$ cat config.mk
export PLATFORM = sky130hd
export DESIGN_NAME = can_bit_timing_solver
export DESIGN_NICKNAME = d
export VERILOG_FILES = /design/src/hw/rtl/cbts_pkg.sv /design/src/hw/rtl/can_bit_timing_solver.sv
export SDC_FILE = /design/constraint.sdc
export NUM_CORES = 1
export LEC_CHECK = 0
export BUFFER_PORTS_ARGS = -buffer_cell sky130_fd_sc_hd__buf_2
export CAP_MARGIN = 40
export CORE_MARGIN = 8
export CORE_UTILIZATION = 42
export CTS_CLUSTER_DIAMETER = 120
export CTS_CLUSTER_SIZE = 25
export DETAILED_ROUTE_END_ITERATION = 10
export PLACE_DENSITY = 0.69
export SETUP_SLACK_MARGIN = 0.1
export SLEW_MARGIN = 20
export SYNTH_ARGS = -nofsm -noshare
export SYNTH_HDL_FRONTEND = slang
export SYNTH_SLANG_ARGS = --single-unit
$ cat constraint.sdc
create_clock -name clk -period 7 [get_ports clk]
set_input_delay 0.35 -clock clk [delete_from_list [all_inputs] [get_ports clk]]
set_output_delay 0.35 -clock clk [all_outputs]
set_load 0.01 [all_outputs]
$ cat src/hw/rtl/cbts_pkg.sv
package cbts_pkg;

  localparam int unsigned PRESCALER_COUNT = 64;
  localparam int unsigned OSC_W           = 26;
  localparam int unsigned RATE_W          = 20;
  localparam int unsigned BRP_W           = 6;
  localparam int unsigned CNT_W           = 5;
  localparam int unsigned OSC_RESET       = 16000000;
  localparam int unsigned TQ_MIN          = 8;
  localparam int unsigned TQ_MAX          = 25;
  localparam int unsigned SEG_MAX         = 8;
  localparam int unsigned PS2_MIN         = 2;
  localparam logic [7:0]  BYTE2_BASE      = 8'h80;

  typedef enum logic [2:0] {
    S_IDLE,
    S_DIV_Q,
    S_DIV_T,
    S_CHECK,
    S_DONE
  } state_t;

endpackage

$ cat src/hw/rtl/can_bit_timing_solver.sv
// Channel  Direction  Handshake           Payload
// in       input      in_valid/in_stall   in_bit_rate[19:0]
// out      output     out_valid/out_stall out_found, out_cfg_byte1[5:0],
//                                         out_cfg_byte2[7:0], out_cfg_byte3[2:0]
// cfg      input      cfg_valid/cfg_ready cfg_data[25:0] (osc_freq_hz)
//
// One word fails at once when osc_freq_hz or the bit rate is zero; else it tries up to
// 64 prescalers, each trial dividing osc_freq_hz by 2 x (prescaler + 1), then by the
// bit rate, then checking the split; the divider yields 1 bit per cycle.
// Input is stalled while a word is being solved; the next word is taken while a
// finished result still waits in the output register.
// rst_n is synchronous, active low; it sets osc_freq_hz to 16000000 and idles the block.
module can_bit_timing_solver import cbts_pkg::*; (
  input  logic              clk,
  input  logic              rst_n,
  input  logic              in_valid,
  output logic              in_stall,
  input  logic [RATE_W-1:0] in_bit_rate,
  output logic              out_valid,
  input  logic              out_stall,
  output logic              out_found,
  output logic [5:0]        out_cfg_byte1,
  output logic [7:0]        out_cfg_byte2,
  output logic [2:0]        out_cfg_byte3,
  input  logic              cfg_valid,
  output logic              cfg_ready,
  input  logic [OSC_W-1:0]  cfg_data
);

  state_t state_r, state_nxt;

  logic [OSC_W-1:0]  osc_r;
  logic [RATE_W-1:0] rate_r, rate_nxt;
  logic [BRP_W-1:0]  brp_r, brp_nxt;
  logic [CNT_W-1:0]  cnt_r, cnt_nxt;
  logic [OSC_W-1:0]  dvd_r, dvd_nxt;
  logic [OSC_W-1:0]  rem_r, rem_nxt;
  logic [OSC_W-1:0]  dsr_r, dsr_nxt;
  logic              ok_r, ok_nxt;
  logic [5:0]        b1_r, b1_nxt;
  logic [7:0]        b2_r, b2_nxt;
  logic [2:0]        b3_r, b3_nxt;
  logic              out_valid_r, out_valid_nxt;
  logic              out_found_r, out_found_nxt;
  logic [5:0]        out_b1_r, out_b1_nxt;
  logic [7:0]        out_b2_r, out_b2_nxt;
  logic [2:0]        out_b3_r, out_b3_nxt;

  logic              in_acc;
  logic              out_free;
  logic              div_last;
  logic              brp_last;
  logic [OSC_W:0]    sh;
  logic [OSC_W:0]    diff;
  logic              qbit;
  logic [BRP_W:0]    brp_inc;
  logic [OSC_W-1:0]  brp_dsr;

  logic              tq_ok;
  logic [4:0]        total;
  logic [3:0]        ps2;
  logic [4:0]        rest;
  logic [3:0]        ph1;
  logic [4:0]        ph1_raw;
  logic [4:0]        prop;
  logic              split_ok;

  assign in_stall  = (state_r != S_IDLE);
  assign cfg_ready = (state_r == S_IDLE);
  assign in_acc    = in_valid && !in_stall;
  assign out_free  = !out_valid_r || !out_stall;
  assign div_last  = (cnt_r == CNT_W'(OSC_W - 1));
  assign brp_last  = (brp_r == BRP_W'(PRESCALER_COUNT - 1));

  assign sh      = {rem_r, dvd_r[OSC_W-1]};
  assign diff    = sh - {1'b0, dsr_r};
  assign qbit    = !diff[OSC_W];
  assign brp_inc = {1'b0, brp_r} + (BRP_W+1)'(2);
  assign brp_dsr = {{(OSC_W-BRP_W-2){1'b0}}, brp_inc, 1'b0};

  always_comb begin
    total    = dvd_r[4:0];
    tq_ok    = (rem_r == '0) && (dvd_r >= OSC_W'(TQ_MIN)) && (dvd_r <= OSC_W'(TQ_MAX));
    ps2      = 4'((6'(total) + 6'd7) >> 3);
    if (ps2 < 4'(PS2_MIN)) begin
      ps2 = 4'(PS2_MIN);
    end
    rest     = total - 5'd1 - 5'(ps2);
    ph1_raw  = 5'((6'(rest) + 6'd1) >> 1);
    ph1      = (ph1_raw > 5'(SEG_MAX)) ? 4'(SEG_MAX) : ph1_raw[3:0];
    prop     = rest - 5'(ph1);
    split_ok = tq_ok && (total >= 5'(ps2) + 5'd3) && (prop >= 5'd1)
               && (prop <= 5'(SEG_MAX)) && (ph1 >= 4'd1);
  end

  always_comb begin
    state_nxt = state_r;
    unique case (state_r)
      S_IDLE: begin
        if (in_acc) begin
          state_nxt = (osc_r == '0 || in_bit_rate == '0) ? S_DONE : S_DIV_Q;
        end
      end
      S_DIV_Q: begin
        if (div_last) begin
          state_nxt = S_DIV_T;
        end
      end
      S_DIV_T: begin
        if (div_last) begin
          state_nxt = S_CHECK;
        end
      end
      S_CHECK: begin
        state_nxt = (split_ok || brp_last) ? S_DONE : S_DIV_Q;
      end
      S_DONE: begin
        if (out_free) begin
          state_nxt = S_IDLE;
        end
      end
      default: state_nxt = S_IDLE;
    endcase
  end

  always_comb begin
    rate_nxt      = rate_r;
    brp_nxt       = brp_r;
    cnt_nxt       = cnt_r;
    dvd_nxt       = dvd_r;
    rem_nxt       = rem_r;
    dsr_nxt       = dsr_r;
    ok_nxt        = ok_r;
    b1_nxt        = b1_r;
    b2_nxt        = b2_r;
    b3_nxt        = b3_r;
    out_valid_nxt = out_valid_r && out_stall;
    out_found_nxt = out_found_r;
    out_b1_nxt    = out_b1_r;
    out_b2_nxt    = out_b2_r;
    out_b3_nxt    = out_b3_r;
    unique case (state_r) inside
      S_IDLE: begin
        if (in_acc) begin
          rate_nxt = in_bit_rate;
          brp_nxt  = '0;
          cnt_nxt  = '0;
          dvd_nxt  = osc_r;
          rem_nxt  = '0;
          dsr_nxt  = OSC_W'(2);
          ok_nxt   = 1'b0;
          b1_nxt   = '0;
          b2_nxt   = '0;
          b3_nxt   = '0;
        end
      end
      S_DIV_Q, S_DIV_T: begin
        // one restoring step: shift in next dividend bit, subtract if it fits
        rem_nxt = qbit ? diff[OSC_W-1:0] : sh[OSC_W-1:0];
        dvd_nxt = {dvd_r[OSC_W-2:0], qbit};
        cnt_nxt = div_last ? '0 : cnt_r + CNT_W'(1);
        if (div_last && state_r == S_DIV_Q) begin
          dvd_nxt = {dvd_r[OSC_W-2:0], qbit};
          rem_nxt = '0;
          dsr_nxt = OSC_W'(rate_r);
        end
      end
      S_CHECK: begin
        if (split_ok) begin
          ok_nxt = 1'b1;
          b1_nxt = brp_r;
          b2_nxt = BYTE2_BASE | {2'b00, 3'(ph1 - 4'd1), 3'(prop - 5'd1)};
          b3_nxt = 3'(ps2 - 4'd1);
        end else if (!brp_last) begin
          brp_nxt = brp_r + BRP_W'(1);
          dvd_nxt = osc_r;
          rem_nxt = '0;
          dsr_nxt = brp_dsr;
        end
      end
      S_DONE: begin
        if (out_free) begin
          out_valid_nxt = 1'b1;
          out_found_nxt = ok_r;
          out_b1_nxt    = b1_r;
          out_b2_nxt    = b2_r;
          out_b3_nxt    = b3_r;
        end
      end
      default: begin
      end
    endcase
  end

  always_ff @(posedge clk) begin
    if (!rst_n) begin
      state_r     <= S_IDLE;
      osc_r       <= OSC_W'(OSC_RESET);
      out_valid_r <= 1'b0;
    end else begin
      state_r     <= state_nxt;
      out_valid_r <= out_valid_nxt;
      if (cfg_valid && cfg_ready) begin
        osc_r <= cfg_data;
      end
    end
  end

  always_ff @(posedge clk) begin
    rate_r    <= rate_nxt;
    brp_r     <= brp_nxt;
    cnt_r     <= cnt_nxt;
    dvd_r     <= dvd_nxt;
    rem_r     <= rem_nxt;
    dsr_r     <= dsr_nxt;
    ok_r      <= ok_nxt;
    b1_r      <= b1_nxt;
    b2_r      <= b2_nxt;
    b3_r      <= b3_nxt;
    out_found_r <= out_found_nxt;
    out_b1_r  <= out_b1_nxt;
    out_b2_r  <= out_b2_nxt;
    out_b3_r  <= out_b3_nxt;
  end

  assign out_valid     = out_valid_r;
  assign out_found     = out_found_r;
  assign out_cfg_byte1 = out_b1_r;
  assign out_cfg_byte2 = out_b2_r;
  assign out_cfg_byte3 = out_b3_r;

  a_fail_zero: assert property (@(posedge clk) disable iff (!rst_n)
    out_valid && !out_found |-> out_cfg_byte1 == '0 && out_cfg_byte2 == '0
                                && out_cfg_byte3 == '0)
    else $error("failed result carries nonzero bytes");

  a_found_marker: assert property (@(posedge clk) disable iff (!rst_n)
    out_valid && out_found |-> out_cfg_byte2[7])
    else $error("found result lacks byte2 marker bit");

  a_busy_after_accept: assert property (@(posedge clk) disable iff (!rst_n)
    in_valid && !in_stall |=> in_stall)
    else $error("input not stalled after accepted word");

  a_div_to_check: assert property (@(posedge clk) disable iff (!rst_n)
    state_r == S_DIV_T && div_last |=> state_r == S_CHECK)
    else $error("total division did not end in check");

endmodule

-- Word-level counts from Yosys, hierarchy flattened
Index checks and enable logic that the tools add are counted.
- register bits: 175
- bits in latches: 0
- bits in writable memories: 0
- bits in read-only memories: 0
- input bits: 51
- logic and storage cells: 130
- memories: 0
- add/sub/neg operators: 13
- multiply operators: 0
- div/mod/pow operators: 0
- $lt $le $gt $ge: 8
- equal/unequal tests: 14
- shift-type cells: 0
- multiplexer cells: 44
- bitwise operators: 0
- reductions and logical operators: 34
- operators by type and width (operator ; number):
    26-bit 2-to-1 mux ; 12
    26-bit one-hot mux with 3 select lines ; 3
    26-bit zero test ; 2
    3-bit 2-to-1 mux ; 9
    27-bit by 26-bit subtractor with 27-bit output ; 1
    26-bit by 4-bit greater-or-equal comparator with 1-bit output, second input constant ; 1
    26-bit by 5-bit less-or-equal comparator with 1-bit output, second input constant ; 1
    6-bit 2-to-1 mux ; 4
    6-bit one-hot mux with 2 select lines ; 2
    20-bit zero test ; 1
    8-bit 2-to-1 mux ; 2
    8-bit one-hot mux with 2 select lines ; 1
    3-bit one-hot mux with 5 select lines ; 1
    2-bit != test, second input constant ; 7
    4-bit AND reduction ; 3
    1-bit logical AND ; 10
    5-bit 2-to-1 mux ; 2
    5-bit one-hot mux with 2 select lines ; 1
    3-bit by 1-bit subtractor with 3-bit output, second input constant ; 3
    6-bit by 2-bit adder with 7-bit output, second input constant ; 1
    5-bit by 1-bit adder with 6-bit output, second input constant ; 1
    5-bit by 3-bit adder with 6-bit output, second input constant ; 1
    6-bit by 1-bit adder with 6-bit output, second input constant ; 1
    3-bit by 2-bit equality test with 1-bit output, second input constant ; 2
    29 further kinds ; 41

-- Logic depth before layout (Yosys ltp)
Gate-level depths: netlist of run 1.
- word-level depth: 15
- depth in mapped cells: 19

-- Least setup slack after synthesis of run 1
Ideal clock, no wire load.
- path kind: register to register
- from: register dvd_r[2]
- to: register dvd_r[0] (enable)
- arrival time: 6.323 ns
- required time: 6.538 ns
- setup slack: 0.215 ns
- stages on the path, launching flop included: 19
- path buffers: 0
- clock period less this slack: 6.785 ns
- cell sequence: edfxtp_1 -> nor3_1 -> xnor2_1 -> nand2_1 -> ha_1 -> fa_1 -> ha_1 -> inv_1 -> nor3_1 -> o311a_1 -> a221oi_2 -> nand2b_1 -> fa_1 -> inv_1 -> ha_1 -> nor3_1 -> nor4b_1 -> a211oi_1 -> nor2_1
- word-level cells in the longest chain between the ends: 14
- RTL lines (element ; line ; RTL):
    start: declaration ; can_bit_timing_solver.sv:36 ; logic [OSC_W-1:0] dvd_r, dvd_nxt;
    start signal: assignment ; can_bit_timing_solver.sv:213 ; dvd_r <= dvd_nxt;
    5-bit by 3-bit adder with 6-bit output ; can_bit_timing_solver.sv:84 ; ps2 = 4'((6'(total) + 6'd7) >> 3);
    3-bit by 2-bit less-than comparator with 1-bit output ; can_bit_timing_solver.sv:85 ; if (ps2 < 4'(PS2_MIN)) begin
    3-bit 2-to-1 mux ; can_bit_timing_solver.sv:85 ;
    5-bit by 3-bit subtractor with 5-bit output ; can_bit_timing_solver.sv:88 ; rest = total - 5'd1 - 5'(ps2);
    5-bit by 1-bit adder with 6-bit output ; can_bit_timing_solver.sv:89 ; ph1_raw = 5'((6'(rest) + 6'd1) >> 1);
    5-bit by 4-bit > comparator with 1-bit output ; can_bit_timing_solver.sv:90 ; ph1 = (ph1_raw > 5'(SEG_MAX)) ? 4'(SEG_MAX) : ph1_raw[3:0];
    4-bit 2-to-1 mux ; can_bit_timing_solver.sv:90 ;
    5-bit by 4-bit subtractor with 5-bit output ; can_bit_timing_solver.sv:91 ; prop = rest - 5'(ph1);
    5-bit by 1-bit greater-or-equal comparator with 1-bit output ; can_bit_timing_solver.sv:92 ; split_ok = tq_ok && (total >= 5'(ps2) + 5'd3) && (prop >= 5'd1)
    1-bit logical AND ; can_bit_timing_solver.sv:92 ;
    1-bit logical AND ; can_bit_timing_solver.sv:93 ; && (prop <= 5'(SEG_MAX)) && (ph1 >= 4'd1);
    1-bit logical AND * ; can_bit_timing_solver.sv:93 ;
    2-bit != test (no line) * ; -- ;
    4-bit AND reduction (no line) * ; -- ;
Every way passes the cells marked *; elsewhere a longest branch is shown, timed or not.
A chain may end at the register's enable or synchronous reset.

-- Worst setup path after layout of run 1
- from: register dvd_r[1]
- to: register dsr_r[12] (enable)
- word-level cells in the longest chain between the ends: 14
- RTL lines (element ; line ; RTL):
    5-bit by 3-bit adder with 6-bit output ; can_bit_timing_solver.sv:84 ;
    3-bit by 2-bit less-than comparator with 1-bit output ; can_bit_timing_solver.sv:85 ;
    3-bit 2-to-1 mux ; can_bit_timing_solver.sv:85 ;
    5-bit by 3-bit subtractor with 5-bit output ; can_bit_timing_solver.sv:88 ;
    5-bit by 1-bit adder with 6-bit output ; can_bit_timing_solver.sv:89 ;
    5-bit by 4-bit > comparator with 1-bit output ; can_bit_timing_solver.sv:90 ;
    4-bit 2-to-1 mux ; can_bit_timing_solver.sv:90 ;
    5-bit by 4-bit subtractor with 5-bit output ; can_bit_timing_solver.sv:91 ;
    5-bit by 1-bit greater-or-equal comparator with 1-bit output ; can_bit_timing_solver.sv:92 ;
    1-bit logical AND ; can_bit_timing_solver.sv:92 ;
    1-bit logical AND ; can_bit_timing_solver.sv:93 ;
    1-bit logical AND * ; can_bit_timing_solver.sv:93 ;
    2-bit != test (no line) * ; -- ;
    5-bit AND reduction (no line) * ; -- ;
    end signal: assignment ; can_bit_timing_solver.sv:215 ; dsr_r <= dsr_nxt;
    end: declaration ; can_bit_timing_solver.sv:38 ; logic [OSC_W-1:0] dsr_r, dsr_nxt;
Marked as above.

==> flow_summary.yaml, run 1 <==
yosys:
  synth_area_sq_mm: 0.00875
  avgSynthCellArea_sq_um: 10.9
  synth_xor_area_frac: 0.0320
  syn_nets: 896
  synth_cell_types: 72
  synth-compound-area-share: 0.131
  synth_top_family_by_area: "simple AND/OR/NAND/NOR gates"
  synth-simple-area-share: 0.165
  synth_area_leaders: "edfxtp_1 47%, dfxtp_1 6.9%, ha_1 5.3%"
  synthArstFlopShare: 0
  synth-edff-count: 137
  syn_inst: 805
  synth_adder_area_share: 0.0598
  yosys_warnings: 0
  synth_flop_cell: "edfxtp_1"
  yosys.area.top_type_share: 0.470
  synthMuxAreaShare: 0.0392
  synth_area_leader_cell: "edfxtp_1"
  yosysSeqAreaShare: 0.539
  ys_seq_elements: 167
worst_setup_path:
  r2r_slack_ps: 950
  arrival_ps: 6180
  crit_type: "reg2reg"
  cp_max_fo: 11
  critPathCaptureType: "register"
  start_kind: "register"
  r2r_start: "dvd_r[1]"
  startpoint: "dvd_r[1]"
  r2r-end: "dsr_r[12]"
  r2r_cells: 20
  cp.required_ps: 7120
run:
  maxCapViolations: 0
worst_hold_path:
  worstHoldEndpoint: "rate_r[9]"
  whs_path_depth: 1
  hold_class: "in2reg"
  worstHoldStart: "in_bit_rate[9]"
clock_tree:
  clk_latency_ps: 430
  ctsHtreeMaxLevel: 4
  cts_sinks: 167
  cts_resized: 0
  cts_tree: "yes"
  clk_pin_slew_ps: 70
  postCtsSetupRepairBufs: 0
  cts_made_buffers: 17
  ctsRootBufferMaster: "clkbuf_16"
  cts_buffer_depth: 2
  cts_hold_buf: 0
cells_and_area:
  drive_above_1_share: 0.174
  fin_nets: 965
  area_growth_syn_to_layout_pct: 15.1
  diodes: 0
  fill_cells: 1813
  final_core_util: 0.495
floorplanning:
  num_rows: 52
  dieArea_sq_mm: 0.0257
  core-area_sq_mm: 0.0204
  pin_count: 72
  die_h_um: 160
  dieWidth_um: 160
  start_util: 0.430
place:
  hpwl_um: 14500
  io_buffers: 70
  gp_congestion: 0.838
timing:
  setup_violations: 0
  maxSlewHeadroom: 0.443
  worstMarginPinSlew_ps: 833
  max_freq_mhz: 165
  rsz0062_at_grt: "false"
  report.final.slew_viol_count: 0
  fin_tns_setup_ps: 0
  clock_skew_ps: 8.18
  period_minus_slack_ps: 6050
  hold_violations: 0
  fin_crit_sh: 0.865
power:
  leakagePower_nw: 3.92
  p_total_w: 0.00310
  power_density_mw_per_mm2: 308
  peakVddDrop_mv: 0.184
global_routing:
  grt-ovfl-total: 0
  grt_max_degree: 37
  antenna_found_initial: 0
  grt_pass1_vias: 6355
  grt.total_usage: 0.156
  grt_pass1_wl_um: 32600
drt:
  wl_per_cell_um: 17.2
  drtAntennaViolNets: 0
  vias: 6372
  drt-vias-per-instance: 5.51
  routed_wl_um: 20000
  firstDrtPassIters: 5
  drt_iter0_drc: 464
  drc: 0
outcome:
  outcome: "completed"
Yosys cell counts (all sizes together), types with 5 or more instances:
| library cell | count |
|---|---|
| and3 | 7 |
| nand2b | 6 |
| mux2 | 26 |
| nand3 | 22 |
| nand4 | 8 |
| a21oi | 40 |
| nor2 | 56 |
| o21ai | 25 |
| clkbuf | 25 |
| and2 | 24 |
| xnor2 | 20 |
| ha | 37 |
| nand2 | 115 |
| nor4 | 23 |
| edfxtp | 137 |
| o21a | 6 |
| dfxtp | 30 |
| xor2 | 12 |
| a21boi | 21 |
| a21o | 7 |
| inv | 44 |
| o211ai | 8 |
| o31ai | 6 |
| nor2b | 5 |
| mux2i | 5 |
| or3 | 7 |
| nor3 | 7 |
| a211oi | 5 |
| or4 | 6 |
worst max path at each step:
stage | end | cells past startpoint
4_1_cts | dsr_r[12] | 20
6_report | dsr_r[12] | 20
3_3_place_gp | dvd_r[14] | 20
5_1_grt | dsr_r[12] | 20
2_1_floorplan | dvd_r[0] | 18
3_5_place_dp | dsr_r[19] | 20
per-layer routing:
metal  vias to the layer above  wire [um]  global-route usage
met2                       201       9530               0.255
met4                         0        553              0.0697
met3                        34        914              0.0322
met1                      3032       8960               0.196
met5                         -          0                   0
li1                       3105          -                   -
cell families (layout without fill, tap and decap cells):
group,after synthesis,count (layout)
multiplexers,31,31
AO/OA/AOI/OAI,162,162
other,2,2
AND/OR/NAND/NOR,298,298
XOR/XNOR,32,32
flip-flops,167,167
adder cells (fa/ha/maj),40,40
buffers and inverters,73,155
sequential cells by signal, summed over array words and instances (netlist names), 5 cells and up:
signal / flops
b2_r: 7
out_cfg_byte2: 7
b1_r: 6
rem_r: 26
out_cfg_byte1: 6
dvd_r: 26
osc_r: 26
rate_r: 20
brp_r: 6
cnt_r: 5
dsr_r: 20
where the power goes:
group,switching [W],internal (W),leakage (nW)
clock network,0.000428,0.000542,0.297
logic,0.000516,0.000358,2.00
registers,0.0000714,0.00119,1.62
area by class of cell:
| type | instances | area [sq um] | area share |
|---|---|---|---|
| timing repair buffer | 79 | 460 | 0.0457 |
| clock inverter | 15 | 190 | 0.0189 |
| inverter | 44 | 165 | 0.0164 |
| multi-input combinational | 565 | 3780 | 0.375 |
| sequential | 167 | 4710 | 0.468 |
| tap | 270 | 338 | 0.0335 |
| clock buffer | 17 | 425 | 0.0422 |
critical path: stages, from the launching register on:
cell,delay [ps]
edfxtp_1,510
nor3_1,260
xnor2_1,180
nand2_1,150
ha_1,250
fa_1,580
ha_1,270
inv_1,110
nor3_1,340
o311a_1,250
a221oi_2,70
nor2_1,170
nand2_1,90
fa_1,500
inv_1,80
ha_1,180
nor3_1,250
nor4b_1,270
a211oi_1,210
nor3_2,680
buf_4,340
placed cells by master (no fill, tap or decap), types with 12 or more instances in the layout:
cell,instances
nor4_1,23
clkbuf_16,17
buf_2,71
dfxtp_1,30
inv_1,44
nor2_1,54
nand2_1,115
a21oi_1,40
nand3_1,22
edfxtp_1,137
a21boi_0,21
ha_1,37
mux2_2,26
xnor2_1,20
and2_1,24
xor2_1,12
o21ai_0,22
per-stage QoR:
stage	hold slack [ps]	setup slack, ps	instances	cell area, sq um
finish	105	948	1157	10100
global route	97.3	339	1157	10100
CTS	94.1	996	1155	10100
detailed placement	406	1030	1123	9440
global placement	402	1220	1119	9370
floorplan	400	215	805	8750
No activity file was read; power rests on OpenSTA's default activity.
==> inputs of run 2 (changes only) <==
Clock period 7 ns to 5 ns, I/O delays scaled along.
==> run 2 against run 1 <==
  * Maximum frequency increased by 24%
  * Non-clock buffer count is 38 higher
  * Die area did not move
  * Clock-buffer cell count unchanged
  * Sequential share of layout area fell by 2.8 points
  * Global-route usage grew 0.72 points
  * Sequential power grew 40%
  * Clock skew up 0.85 ps
  * Wire length increased by 4.9%
  * Critical path depth fell by 2
  * Via count rose by 2.8%
  * First-iteration DRC count shrank 5.4%
  * Highest routed layer unchanged
==> flow_summary.yaml, run 2 (synthesis gave the netlist of run 1 again) <==
drt:
  drt_iter0_drc: 439
  firstDrtPassIters: 6
  drc: 0
  drt-vias-per-instance: 5.48
  routed_wl_um: 20900
  wl_per_cell_um: 17.5
  vias: 6549
  drtAntennaViolNets: 0
global_routing:
  grt_pass1_vias: 6576
  grt.total_usage: 0.163
  grt_max_degree: 34
  antenna_found_initial: 0
  grt-ovfl-total: 0
  grt_pass1_wl_um: 34000
cells_and_area:
  diodes: 0
  fin_nets: 1003
  area_growth_syn_to_layout_pct: 22.6
  fill_cells: 1717
  final_cell_mix: "137 x edfxtp_1, 115 x nand2_1, 71 x buf_2"
  drive_above_1_share: 0.228
  final_cell_count_no_fill: 1195
  final_common_cell: "edfxtp_1"
  top_regs: "dvd_r: 26 flops, osc_r: 26 flops, rem_r: 26 flops"
  final_core_util: 0.526
clock_tree:
  ctsHtreeMaxLevel: 4
  cts_tree: "yes"
  clk_pin_slew_ps: 70
  cts_sinks: 167
  clk_latency_ps: 430
  cts_buffer_depth: 2
  cts_made_buffers: 17
  ctsRootBufferMaster: "clkbuf_16"
floorplanning:
  core-area_sq_mm: 0.0204
  dieWidth_um: 160
  dieArea_sq_mm: 0.0257
  pin_count: 72
  num_rows: 52
  die_h_um: 160
  start_util: 0.430
worst_setup_path:
  r2r_start: "dvd_r[3]"
  critPathCaptureType: "register"
  cp_max_fo: 5
  cp_cell_sequence: "inv_1 > or3_1 > inv_1 > fa_2 > ha_4 > inv_2 > o311a_1 > a221oi_4 > nand2b_4 > fa_2 > buf_4 > nor3_4 > nor4b_4 > a211oi_4 > buf_6 > nor3_4 > buf_6 > buf_12"
  critical-path-max-stage-delay_ps: 500
  arrival_ps: 5040
  critPathBufInv: 7
  path_delay_family: "simple AND/OR/NAND/NOR gates"
  crit_slowest_cell: "fa_2"
  start_kind: "register"
  cp.required_ps: 5150
  crit_type: "reg2reg"
  startpoint: "dvd_r[3]"
run:
  maxCapViolations: 0
timing:
  clock_skew_ps: 9.03
  period_minus_slack_ps: 4890
  setup_violations: 0
  worstMarginPinSlew_ps: 749
  rsz0062_at_grt: "true"
  maxSlewHeadroom: 0.496
  hold_violations: 0
  report.final.slew_viol_count: 0
  fin_crit_sh: 0.979
  max_freq_mhz: 204
place:
  hpwl_um: 14400
  gp_congestion: 0.868
  dp_cells: 1130
  io_buffers: 70
power:
  leakagePower_nw: 4.20
  power_density_mw_per_mm2: 438
  peakVddDrop_mv: 0.286
outcome:
  outcome: "completed"
worst_hold_path:
  hold_class: "in2reg"
  worstHoldStart: "in_bit_rate[4]"
## run 2: repair_timing
action	CTS	global route
setup endpoints to repair	78	95
gates resized for setup	12	9
buffers inserted	15	4
hold buffers	3	4
pin swaps	3	4
hold endpoints to repair	3	4
cloned	4	0
## run 2: path summary, 6_finish.rpt
| kind | slack, ps | depth (start not counted) | endpoint |
|---|---|---|---|
| worst max-delay path | 110 | 18 | dsr_r[5] |
| worst min-delay path | 9 | 1 | rate_r[4] |
| worst max register to register | 110 | 18 | dsr_r[5] |
| worst min register to register | 420 | 0 | out_cfg_byte1[4] |
## run 2: per-stage QoR
stage               hold WS, ps  area [sq um]  power, W  setup slack (ps)  setup TNS [ps]
floorplan                   349          8900   0.00281              -109           -5660
global placement            402          9580   0.00308              85.0               0
detailed placement          406          9640   0.00312              -125            -752
CTS                       0.108         10600   0.00465              63.5               0
global route              0.347         10700   0.00495             -98.0           -3200
finish                     9.22         10700   0.00470               107               0
## run 2: layout make-up
type                       count  area [sq um]  area share
tap                          270           338      0.0315
clock buffer                  17           425      0.0397
timing repair buffer         117           897      0.0837
inverter                      44           168      0.0156
sequential                   167          4710       0.440
clock inverter                15           189      0.0176
multi-input combinational    565          3990       0.372
## run 2: where the power goes
| group | leakage (nW) | internal, W | switching, W | total (W) |
|---|---|---|---|---|
| Clock | 0.301 | 0.000798 | 0.000581 | 0.00138 |
| Combinational | 2.28 | 0.000702 | 0.000859 | 0.00156 |
| Sequential | 1.62 | 0.00166 | 0.0000938 | 0.00176 |
| Total | 4.20 | 0.00316 | 0.00153 | 0.00470 |
## run 2: routing by layer
| metal | global-route usage | wire (um) | part of all wire | vias to the layer above |
|---|---|---|---|---|
| li1 | - | - | - | 3183 |
| met1 | 0.208 | 9240 | 0.44 | 3120 |
| met2 | 0.265 | 9890 | 0.47 | 196 |
| met3 | 0.0297 | 1050 | 0.050 | 50 |
| met4 | 0.0765 | 764 | 0.036 | 0 |
| met5 | 0 | 0 | 0 | - |
==> inputs of run 3 (changes only) <==
Settings changed: REMOVE_ABC_BUFFERS set to 1.
==> run 3 against run 2 <==
  * The run now ends with setup timing left
  * Largest cell class unchanged
  * Power is 1.4% higher
  * Register-to-register slack worse by 170 ps
  * Die area stayed put
  * Wire length is 1.8% lower
  * Sequential power hardly changed
  * Critical path type unchanged
  * Worst hold slack better by 6.5 ps
  * Via count is 0.67% higher
  * First-iteration DRC count is 19% higher
  * Setup slack worse by 170 ps
  * Global-route usage is 0.44 points lower
==> flow_summary.yaml, run 3 (synthesis gave the netlist of run 1 again) <==
outcome:
  outcome: "complete, but fails checks"
  violations: "setup timing"
drt:
  routed_wl_um: 20600
  firstDrtPassIters: 6
  drtAntennaViolNets: 0
  wl_per_cell_um: 17.1
  drc: 0
  drt_iter0_drc: 521
  vias: 6593
  drt-vias-per-instance: 5.49
timing:
  maxSlewHeadroom: 0.411
  worstMarginPinSlew_ps: 874
  setup_violations: 48
  max_freq_mhz: 198
  fin_crit_sh: 1.01
  hold_violations: 0
  report.final.slew_viol_count: 0
  clock_skew_ps: 8.48
  setup_ws_ps: -63.1
  rsz0062_at_grt: "true"
  period_minus_slack_ps: 5060
worst_setup_path:
  r2r_start: "dvd_r[1]"
  crit_type: "reg2reg"
  cp_max_fo: 6
  startpoint: "dvd_r[1]"
  start_kind: "register"
  arrival_ps: 5220
  r2r_cells: 23
  critPathCaptureType: "register"
  r2r-end: "dsr_r[19]"
  r2r_slack_ps: -60
  cp.required_ps: 5160
place:
  pre_cts_slack_ps: -150
  gp_congestion: 0.879
  io_buffers: 70
  hpwl_um: 14600
worst_hold_path:
  worstHoldStart: "in_bit_rate[4]"
  hold_class: "in2reg"
  worstHoldEndpoint: "rate_r[4]"
  whs_path_depth: 1
power:
  leakagePower_nw: 4.20
  p_int_w: 0.00323
  seq_power_share: 0.370
  switching_share: 0.321
  p_sw_w: 0.00153
  p_total_w: 0.00476
  clkPwrFrac: 0.298
  power_density_mw_per_mm2: 444
  pwr-share-comb: 0.332
  peakVddDrop_mv: 0.242
cells_and_area:
  diodes: 0
  final_core_util: 0.526
  final_cell_mix: "137 x edfxtp_1, 114 x nand2_1, 70 x buf_2"
  final_common_cell: "edfxtp_1"
  fin_nets: 1009
  drive_above_1_share: 0.227
  top_regs: "dvd_r: 26 flops, osc_r: 26 flops, rem_r: 26 flops"
  area_growth_syn_to_layout_pct: 22.5
floorplanning:
  dieWidth_um: 160
  pin_count: 72
  num_rows: 52
  core-area_sq_mm: 0.0204
  start_util: 0.430
  die_h_um: 160
  dieArea_sq_mm: 0.0257
clock_tree:
  clk_pin_slew_ps: 70
  ctsRootBufferMaster: "clkbuf_16"
  ctsHtreeMaxLevel: 4
  cts_sinks: 167
  cts_tree: "yes"
  cts_buffer_depth: 2
  clk_latency_ps: 440
  cts_made_buffers: 17
global_routing:
  grt_max_degree: 36
  met1_usage: 0.209
  grt_pass1_vias: 6360
  grt.busiest_layer: "met2"
  met2_usage: 0.253
  grt_pass1_wl_um: 33100
  grt.total_usage: 0.159
  grt-ovfl-total: 0
  antenna_found_initial: 0
  grt_use_met3: 0.0297
run:
  maxCapViolations: 0
==> run 3: critical path, stage by stage, from the launching register on <==
cell and delay [ps]:
edfxtp_1 410, nor3_2 230, xnor2_1 160, nand2_1 140
ha_4 200, fa_2 610, buf_6 120, nor2b_4 210
buf_6 130, nand2_1 50, o211ai_1 140, a221oi_4 130
nor2_2 180, nand2_2 80, fa_2 620, inv_2 70
ha_1 190, a31o_2 220, a41oi_2 180, a211oi_2 60
buf_4 170, nor3_4 170, buf_6 160, clkbuf_16 150
==> run 3: layer usage <==
metal | wire length (um) | up-vias | share of wire
li1 | - | 3197 | -
met1 | 9220 | 3160 | 0.45
met2 | 9780 | 207 | 0.48
met3 | 1100 | 29 | 0.054
met4 | 453 | 0 | 0.022
met5 | 0 | - | 0
==> run 3: layout make-up <==
class / instances / area [sq um]
Clock inverter: 15 / 213
Clock buffer: 17 / 425
Multi-Input combinational cell: 565 / 3980
Tap cell: 270 / 338
Inverter: 44 / 165
Fill cell: 1716 / 9650
Sequential cell: 167 / 4710
Timing Repair Buffer: 123 / 885
==> run 3: stage by stage <==
stage / setup TNS (ps) / cell area (sq um) / hold slack, ps / std cells
floorplan: -112870 / 8630 / 322 / 776
global placement: -313 / 9600 / 403 / 1145
detailed placement: -8400 / 9630 / 406 / 1148
CTS: 0 / 10400 / 0.418 / 1190
global route: -13050 / 10700 / 1.28 / 1201
finish: -1490 / 10700 / 15.7 / 1201
==> run 3: how the worst max path moves through the flow <==
| stage | end | slack [ps] | depth (start not counted) |
|---|---|---|---|
| 6_report | dsr_r[19] | -60 | 23 |
| 5_1_grt | dsr_r[14] | -220 | 23 |
| 4_1_cts | dsr_r[7] | 100 | 20 |
| 3_5_place_dp | dsr_r[4] | -150 | 18 |
| 3_3_place_gp | dsr_r[6] | -30 | 18 |
| 2_1_floorplan | dvd_r[0] | -1780 | 18 |
==> run 3: power groups by stage <==
stage | Combinational, W | Clock [W] | Sequential, W
floorplan | 0.000921 | 0 | 0.00176
global placement | 0.00128 | 0 | 0.00178
detailed placement | 0.00130 | 0 | 0.00179
CTS | 0.00135 | 0.00144 | 0.00176
global route | 0.00175 | 0.00150 | 0.00177
finish | 0.00158 | 0.00142 | 0.00176
==> run 3: timing repair <==
item | CTS | global route
pin swaps | 3 | 14
buffers inserted | 0 | 6
hold buffers | 10 | 0
endpoints found under the hold margin | 10 | 0
gates resized for setup | 7 | 35
setup endpoints to repair | 73 | 95
gates cloned | 0 | 1
